[config.mk]
export PLATFORM = sky130hd
export DESIGN_NAME = greedy_word_wrap_measure
export DESIGN_NICKNAME = d
export VERILOG_FILES = /design/src/sv/gwwm_pkg.sv /design/src/sv/gwwm_ctrl.sv /design/src/sv/gwwm_dp.sv /design/src/sv/greedy_word_wrap_measure.sv
export SDC_FILE = /design/constraint.sdc
export NUM_CORES = 2
export LEC_CHECK = 0
export BUFFER_PORTS_ARGS = -buffer_cell sky130_fd_sc_hd__buf_4
export CAP_MARGIN = 20
export CORE_MARGIN = 3
export CORE_UTILIZATION = 30
export CTS_BUF_LIST = sky130_fd_sc_hd__clkbuf_8
export DETAILED_ROUTE_END_ITERATION = 10
export GPL_TIMING_DRIVEN = 0
export SLEW_MARGIN = 20
export SYNTH_ARGS = -nofsm -noshare
export SYNTH_HDL_FRONTEND = slang
export SYNTH_SLANG_ARGS = --single-unit
export TNS_END_PERCENT = 20
[constraint.sdc]
create_clock -name clk -period 56.4 [get_ports clk]
set_input_delay 11.28 -clock clk [delete_from_list [all_inputs] [get_ports clk]]
set_output_delay 11.28 -clock clk [all_outputs]
set_load 0.02 [all_outputs]
[src/sv/gwwm_pkg.sv]
package gwwm_pkg;

	// default string length limit
	localparam int MAX_CHARS_DEF = 4096;

	// character classes
	localparam logic [1:0] CLS_ORDINARY = 2'd0;
	localparam logic [1:0] CLS_SPACE    = 2'd1;
	localparam logic [1:0] CLS_NEWLINE  = 2'd2;

	// register indexes
	localparam logic [1:0] REG_MAX_LINE_WIDTH   = 2'd0;
	localparam logic [1:0] REG_HORIZONTAL_SCALE = 2'd1;
	localparam logic [1:0] REG_LINE_SPACING     = 2'd2;
	localparam logic [1:0] REG_GLYPH_HEIGHT     = 2'd3;

	// register reset values
	localparam logic [15:0] MAX_LINE_WIDTH_RST   = 16'd0;
	localparam logic [15:0] HORIZONTAL_SCALE_RST = 16'd256;
	localparam logic [15:0] LINE_SPACING_RST     = 16'd256;
	localparam logic [7:0]  GLYPH_HEIGHT_RST     = 8'd16;

	// saturation limits
	localparam logic [15:0] WIDTH_SAT  = 16'hFFFF;
	localparam logic [12:0] LINES_SAT  = 13'h1FFF;
	localparam logic [27:0] HEIGHT_SAT = 28'hFFFFFFF;

	typedef struct packed {
		logic [1:0] char_class;
		logic [7:0] advance;
		logic       last_char;
	} gwwm_in_t;

	typedef struct packed {
		logic [11:0] char_index;
		logic        break_flag;
		logic [11:0] break_index;
		logic        final_flag;
		logic [15:0] total_width;
		logic [12:0] line_count;
		logic [27:0] total_height;
	} gwwm_out_t;

	// controller to datapath commands
	typedef struct packed {
		logic step;
		logic mul1;
		logic mul2;
	} gwwm_cmd_t;

endpackage

[src/sv/gwwm_ctrl.sv]
module gwwm_ctrl
	import gwwm_pkg::*;
(
	input  logic      clk,
	input  logic      arst_n,
	input  logic      in_valid,
	input  logic      last_char,
	output logic      in_ready,
	output logic      out_valid,
	input  logic      out_ready,
	output gwwm_cmd_t cmd
);

	typedef enum logic [2:0] {
		ST_IDLE = 3'b001,
		ST_MUL1 = 3'b010,
		ST_MUL2 = 3'b100
	} state_t;

	state_t state_q;
	logic   out_valid_q;
	logic   accept;

	// take a word when idle and the output register is free or emptying
	assign in_ready  = (state_q == ST_IDLE) && (!out_valid_q || out_ready);
	assign accept    = in_valid && in_ready;
	assign out_valid = out_valid_q;

	assign cmd.step = accept;
	assign cmd.mul1 = (state_q == ST_MUL1);
	assign cmd.mul2 = (state_q == ST_MUL2);

	// sequencing: last word of a string runs two multiply steps for height
	always_ff @(posedge clk or negedge arst_n) begin
		if (!arst_n) begin
			state_q <= ST_IDLE;
		end else begin
			case (state_q)
				ST_IDLE: begin
					if (accept && last_char) state_q <= ST_MUL1;
				end
				ST_MUL1: state_q <= ST_MUL2;
				ST_MUL2: state_q <= ST_IDLE;
				default: state_q <= ST_IDLE;
			endcase
		end
	end

	// output word valid
	always_ff @(posedge clk or negedge arst_n) begin
		if (!arst_n) begin
			out_valid_q <= 1'b0;
		end else if (accept) begin
			out_valid_q <= !last_char;
		end else if (state_q == ST_MUL2) begin
			out_valid_q <= 1'b1;
		end else if (out_ready) begin
			out_valid_q <= 1'b0;
		end
	end

endmodule

[src/sv/gwwm_dp.sv]
module gwwm_dp
	import gwwm_pkg::*;
#(
	parameter int MAX_CHARS = MAX_CHARS_DEF
) (
	input  logic        clk,
	input  logic        arst_n,
	input  gwwm_cmd_t   cmd,
	input  gwwm_in_t    in_word,
	output gwwm_out_t   out_word,
	input  logic        cfg_we,
	input  logic [1:0]  cfg_index,
	input  logic [15:0] cfg_data
);

	localparam int PW = $clog2(MAX_CHARS);
	localparam int IW = (PW > 12) ? PW : 12;
	localparam logic [PW-1:0] POS_LAST = PW'(MAX_CHARS - 1);

	// configuration registers
	logic [15:0] max_w_q, hscale_q, spacing_q;
	logic [7:0]  gheight_q;

	// string state
	logic [PW-1:0] pos_q;
	logic [15:0]   line_q, word_q, widest_q;
	logic [11:0]   si_q;
	logic [7:0]    sa_q, prev_q;
	logic [12:0]   lines_q;

	// result and height product
	gwwm_out_t   res_q;
	logic [20:0] prod_s1;
	logic [36:0] prod2;
	logic [28:0] height;

	// step logic
	logic [IW-1:0] pos_ext;
	logic [11:0]   idx, idx_m1, si_cur, si_n, bidx;
	logic [7:0]    adv, sa_cur, sa_n;
	logic [15:0]   w1, l1, w2, sum, lw_n, ww_n, wid_n, wid_f, cand, tail;
	logic [31:0]   scaled;
	logic          brk, cnt, widen_en;
	logic [12:0]   lines_n, lines_f;

	function automatic logic [15:0] sat_add(input logic [15:0] a, input logic [15:0] b);
		logic [16:0] s;
		s = {1'b0, a} + {1'b0, b};
		return s[16] ? WIDTH_SAT : s[15:0];
	endfunction

	function automatic logic [15:0] sat_sub(input logic [15:0] a, input logic [15:0] b);
		return (a > b) ? (a - b) : 16'd0;
	endfunction

	assign pos_ext = IW'(pos_q);
	assign idx     = pos_ext[11:0];
	assign idx_m1  = idx - 12'd1;
	assign adv     = in_word.advance;

	// one character: width update, wrap test, break choice
	always_comb begin
		sa_cur   = (pos_q == '0) ? adv : sa_q;
		si_cur   = si_q;
		brk      = 1'b0;
		cnt      = 1'b0;
		bidx     = 12'd0;
		widen_en = 1'b0;
		cand     = 16'd0;
		w1       = sat_add(word_q, {8'd0, adv});
		l1       = line_q;
		w2       = w1;
		sum      = 16'd0;
		scaled   = 32'd0;
		lw_n     = line_q;
		ww_n     = word_q;
		sa_n     = sa_cur;
		si_n     = si_cur;
		if (in_word.char_class == CLS_NEWLINE) begin
			widen_en = 1'b1;
			cand     = sat_add(line_q, word_q);
			brk      = 1'b1;
			cnt      = 1'b1;
			bidx     = idx;
			sa_n     = adv;
			si_n     = idx;
			lw_n     = 16'd0;
			ww_n     = 16'd0;
		end else begin
			if (in_word.char_class == CLS_SPACE) begin
				sa_cur = adv;
				si_cur = idx;
				l1     = sat_add(line_q, w1);
				w2     = 16'd0;
			end
			lw_n   = l1;
			ww_n   = w2;
			sa_n   = sa_cur;
			si_n   = si_cur;
			sum    = sat_add(l1, w2);
			scaled = {16'd0, sum} * {16'd0, hscale_q};
			if ((max_w_q != 16'd0) && (scaled > {8'd0, max_w_q, 8'd0})) begin
				brk      = 1'b1;
				cnt      = 1'b1;
				widen_en = 1'b1;
				if (l1 == 16'd0) begin
					if (w2 == {8'd0, adv}) begin
						// lone letter: break after it
						cand = w2;
						bidx = idx;
						ww_n = 16'd0;
						sa_n = adv;
						si_n = idx;
					end else begin
						// no space on the line: break before this letter
						cand = sat_sub(w2, {8'd0, adv});
						ww_n = {8'd0, adv};
						bidx = idx_m1;
						sa_n = prev_q;
						si_n = idx_m1;
					end
				end else begin
					// break after the last space, dropping its width
					cand = sat_sub(l1, {8'd0, sa_cur});
					bidx = si_cur;
					lw_n = 16'd0;
					sa_n = adv;
					si_n = idx;
				end
			end
		end
		wid_n   = (widen_en && (cand > widest_q)) ? cand : widest_q;
		lines_n = (cnt && (lines_q < LINES_SAT)) ? (lines_q + 13'd1) : lines_q;
		// string end totals
		tail    = sat_add(lw_n, ww_n);
		wid_f   = (tail > wid_n) ? tail : wid_n;
		lines_f = (lines_n < LINES_SAT) ? (lines_n + 13'd1) : LINES_SAT;
	end

	// configuration writes
	always_ff @(posedge clk or negedge arst_n) begin
		if (!arst_n) begin
			max_w_q   <= MAX_LINE_WIDTH_RST;
			hscale_q  <= HORIZONTAL_SCALE_RST;
			spacing_q <= LINE_SPACING_RST;
			gheight_q <= GLYPH_HEIGHT_RST;
		end else if (cfg_we) begin
			case (cfg_index)
				REG_MAX_LINE_WIDTH:   max_w_q   <= cfg_data;
				REG_HORIZONTAL_SCALE: hscale_q  <= cfg_data;
				REG_LINE_SPACING:     spacing_q <= cfg_data;
				REG_GLYPH_HEIGHT:     gheight_q <= cfg_data[7:0];
				default: ;
			endcase
		end
	end

	// string state update, cleared after the last word
	always_ff @(posedge clk or negedge arst_n) begin
		if (!arst_n) begin
			pos_q    <= '0;
			line_q   <= 16'd0;
			word_q   <= 16'd0;
			widest_q <= 16'd0;
			si_q     <= 12'd0;
			sa_q     <= 8'd0;
			prev_q   <= 8'd0;
			lines_q  <= 13'd0;
		end else if (cmd.step) begin
			if (in_word.last_char) begin
				pos_q    <= '0;
				line_q   <= 16'd0;
				word_q   <= 16'd0;
				widest_q <= 16'd0;
				si_q     <= 12'd0;
				sa_q     <= 8'd0;
				prev_q   <= 8'd0;
				lines_q  <= 13'd0;
			end else begin
				if (pos_q < POS_LAST) pos_q <= pos_q + PW'(1);
				line_q   <= lw_n;
				word_q   <= ww_n;
				widest_q <= wid_n;
				si_q     <= si_n;
				sa_q     <= sa_n;
				prev_q   <= adv;
				lines_q  <= lines_n;
			end
		end
	end

	// height: lines * glyph height, then * spacing, scaled down and clamped
	assign prod2  = {16'd0, prod_s1} * {21'd0, spacing_q};
	assign height = prod2[36:8];

	// result register
	always_ff @(posedge clk) begin
		if (cmd.step) begin
			res_q.char_index   <= idx;
			res_q.break_flag   <= brk;
			res_q.break_index  <= brk ? bidx : 12'd0;
			res_q.final_flag   <= in_word.last_char;
			res_q.total_width  <= in_word.last_char ? wid_f : 16'd0;
			res_q.line_count   <= in_word.last_char ? lines_f : 13'd0;
			res_q.total_height <= 28'd0;
		end else if (cmd.mul2) begin
			res_q.total_height <= height[28] ? HEIGHT_SAT : height[27:0];
		end
		if (cmd.mul1) begin
			prod_s1 <= {8'd0, res_q.line_count} * {13'd0, gheight_q};
		end
	end

	assign out_word = res_q;

endmodule

[src/sv/greedy_word_wrap_measure.sv]
// Greedy word-wrap measurement. One character word per accepted input, each
// giving one output word with its index and any line end decided at it. While
// the output is taken, a character is accepted every cycle. The word marked
// last_char runs the step itself, then two registered multiply
// steps (line count times glyph height, then times line spacing) that form the
// total height; the output register holds one word, so input stalls only when
// a result is left untaken or during that height product. Configuration
// writes are taken at any time but belong between strings.
module greedy_word_wrap_measure
	import gwwm_pkg::*;
#(
	parameter int MAX_CHARS = MAX_CHARS_DEF
) (
	input  logic        clk,
	input  logic        arst_n,
	input  logic        in_valid,
	output logic        in_ready,
	input  gwwm_in_t    in_word,
	output logic        out_valid,
	input  logic        out_ready,
	output gwwm_out_t   out_word,
	input  logic        cfg_we,
	input  logic [1:0]  cfg_index,
	input  logic [15:0] cfg_data
);

	gwwm_cmd_t cmd;

	// handshake and sequencing
	gwwm_ctrl u_ctrl (
		.clk       (clk),
		.arst_n    (arst_n),
		.in_valid  (in_valid),
		.last_char (in_word.last_char),
		.in_ready  (in_ready),
		.out_valid (out_valid),
		.out_ready (out_ready),
		.cmd       (cmd)
	);

	// widths, breaks and totals
	gwwm_dp #(
		.MAX_CHARS (MAX_CHARS)
	) u_dp (
		.clk       (clk),
		.arst_n    (arst_n),
		.cmd       (cmd),
		.in_word   (in_word),
		.out_word  (out_word),
		.cfg_we    (cfg_we),
		.cfg_index (cfg_index),
		.cfg_data  (cfg_data)
	);

endmodule

==> results.json <==
{
  "outcome": "finished, final reports clean",
  "reg2reg_to": "u_dp.out_word[43]",
  "setup_violations": 0,
  "cts_hold_buf": 0,
  "yosys.area.top_type": "fa_1",
  "drt_iter0_drc": 2533,
  "worstSetupPathType": "primary input to register",
  "syn-cell-area_mm2": 0.0408,
  "synth_edf_count": 76,
  "worst-path-max-fanout": 10,
  "worst_slew_pin_slew_ns": 1.21,
  "routed_wl_mm": 132,
  "layout-drive-gt1-share_pct": 5.95,
  "core_area_mm2": 0.134,
  "dieArea_mm2": 0.140,
  "syn_area_per_cell_um2": 8.68,
  "r2r-start": "u_dp.word_q[0]",
  "cts-resized-gates": 0,
  "h-tree-depth": 2,
  "final_nets": 5836,
  "clkSinkCount": 265,
  "synthesis.nets": 5658,
  "grt_max_degree": 83,
  "cp-start-kind": "primary input",
  "ios": 119,
  "wl_per_cell_um": 19.8,
  "num_vias": 34300,
  "ys_types": 96,
  "dp_hpwl_mm": 108,
  "initial_utilization_pct": 30.4,
  "synth_top_area_share_pct": 26.0,
  "root_buffer": "clkbuf_8",
  "min_path_cells": 0,
  "vias_per_cell": 5.13,
  "drt_pass1_iterations": 6,
  "cts_tree": "built",
  "area.growth.synth_to_final_pct": 10.6,
  "grt_antenna_before_repair": 8,
  "fin_tns_setup_ns": 0,
  "syn_inst": 4704,
  "rsz0062_at_grt": "no",
  "slew_headroom_pct": 18.5,
  "drcViolationCount": 0,
  "synth_most_common_cell": "nand2_1",
  "ys_top_cells_by_count": "nand2_1, inv_1, fa_1",
  "portBuffers": 118,
  "rrSetupSlack_ns": 32.51,
  "path_clk_slew_ns": 0.06,
  "synth_flop_cell": "dfrtp_1",
  "hold_end": "u_dp.out_word[82]",
  "ys_warn_count": 0,
  "dieHeight_um": 375,
  "clock_skew_ns": 0.119,
  "die_width_um": 375,
  "ys_seq_area_share_pct": 16.9,
  "cts_setup_buffers": 0,
  "ant_nets": 0,
  "track_usage_pct": 18.7,
  "finalMaxSlewViolations": 0,
  "cts_buffer_depth": 3,
  "max_freq_mhz": 29.2,
  "routabilityCongestion": 0.951,
  "arrival_ns": 34.72,
  "maxCapViolCount": 0,
  "grt_overflow": 0,
  "worst_setup_path_end_kind": "register",
  "cp.required_ns": 56.89,
  "grt_pass1_vias": 34500,
  "grt_pass1_wl_mm": 205,
  "critPathMaxStageDelay_ns": 0.67,
  "finalCriticalPeriod_ns": 34.23,
  "ys_top_cells_by_area": "fa_1, ha_1, dfrtp_1, nand2_1, inv_1",
  "async_flop_share_pct": 60.8,
  "min_period_over_period_pct": 60.7,
  "yosys_register_bits": 265,
  "hp-class": "register to register",
  "hold_viol_final": 0,
  "clk_latency_ns": 0.76,
  "reg2reg_depth": 81,
  "rows": 134,
  "worstHoldStart": "u_dp.idx[11]",
  "cp_slowest_cell": "nor2_1",
  "cts_made_buffers": 52,
  "path_common_cell": "fa_1"
}
cell type report:
type,count,area [um^2]
inverters,687,2580
clock inverters,39,304
repair buffers,124,991
fillers,14100,89200
well taps,1768,2210
flip-flops and latches,265,6880
multi-input cells,3546,30600
diodes,5,12.5
clock buffers,57,785
plain buffers,206,797
registers in the layout (all words and copies together), names as in the netlist:
register,cells
u_ctrl.out_valid,1
u_ctrl.state_q,3
u_dp.gheight_q,8
u_dp.hscale_q,16
u_dp.idx,12
u_dp.line_q,16
u_dp.lines_q,13
u_dp.max_w_q,16
u_dp.out_word,83
u_dp.prev_q,8
u_dp.prod_s1,21
u_dp.sa_q,8
u_dp.si_q,12
u_dp.spacing_q,16
u_dp.widest_q,16
u_dp.word_q,16
logic make-up (layout without fill, tap and decap cells):
family | after synthesis | in the layout | share of synthesized area (%)
adders and majority gates | 921 | 921 | 38.0
muxes | 92 | 92 | 2.40
xor gates and xnor gates | 157 | 157 | 3.37
DFF | 265 | 265 | 16.9
other | 0 | 5 | 0
buffers and inverters | 893 | 1113 | 8.26
AOI/OAI and AO/OA | 867 | 867 | 13.5
and+or+nand+nor | 1509 | 1509 | 17.6
layout by cell type, fill, tap and decap left out, types with 57 or more instances in the layout:
master and instances:
nor2_1 189, fa_1 530, and2_1 285, xnor2_1 106, ha_1 390, clkbuf_8 57
a21oi_1 234, clkbuf_1 196, buf_4 120, o21ai_0 226, dfrtp_1 157, inv_1 696
nand2_1 696, edfxtp_1 76
through the flow:
stage	area [um^2]	hold slack (ns)	utilization, %	instances	worst slack [ns]
2_1_floorplan	40800	0.420	-	4704	27.61
3_3_place_gp	43900	0.431	32.7	6590	21.26
3_5_place_dp	44000	0.435	32.8	6596	21.96
4_1_cts	45100	0.452	33.6	6692	22.62
5_1_grt	45100	0.469	33.6	6696	21.01
6_report	45100	0.445	33.6	6697	22.17
per-layer routing:
| layer | global-route usage (%) | routed length (um) |
|---|---|---|
| met5 | 0 | 12 |
| met3 | 2.78 | 8830 |
| met2 | 31.4 | 62700 |
| met4 | 6.01 | 4770 |
| met1 | 24.6 | 56100 |
worst max-delay path by stage:
stage                     from           endpoint  slack [ns]  depth (start not counted)
finish              in_word[1]  u_dp.out_word[43]       22.17                         82
global route        in_word[1]  u_dp.out_word[43]       21.01                         86
CTS                 in_word[1]  u_dp.out_word[43]       22.62                         82
detailed placement  in_word[1]  u_dp.out_word[43]       21.96                         82
global placement    in_word[1]  u_dp.out_word[43]       21.26                         85
floorplan           in_word[1]  u_dp.out_word[46]       27.61                         82
worst max-delay path, delay by kind of cell:
family | cells | cell delay, ns
AOI/OAI and AO/OA | 26 | 8.09
adders and majority gates | 16 | 5.62
muxes | 1 | 0.41
and+or+nand+nor | 23 | 4.70
buffers and inverters | 15 | 4.37
xor gates and xnor gates | 1 | 0.18
Power is left out: the tool's default activity adds up to more than one toggle a clock period on the data nets, which glitch-free logic cannot reach.
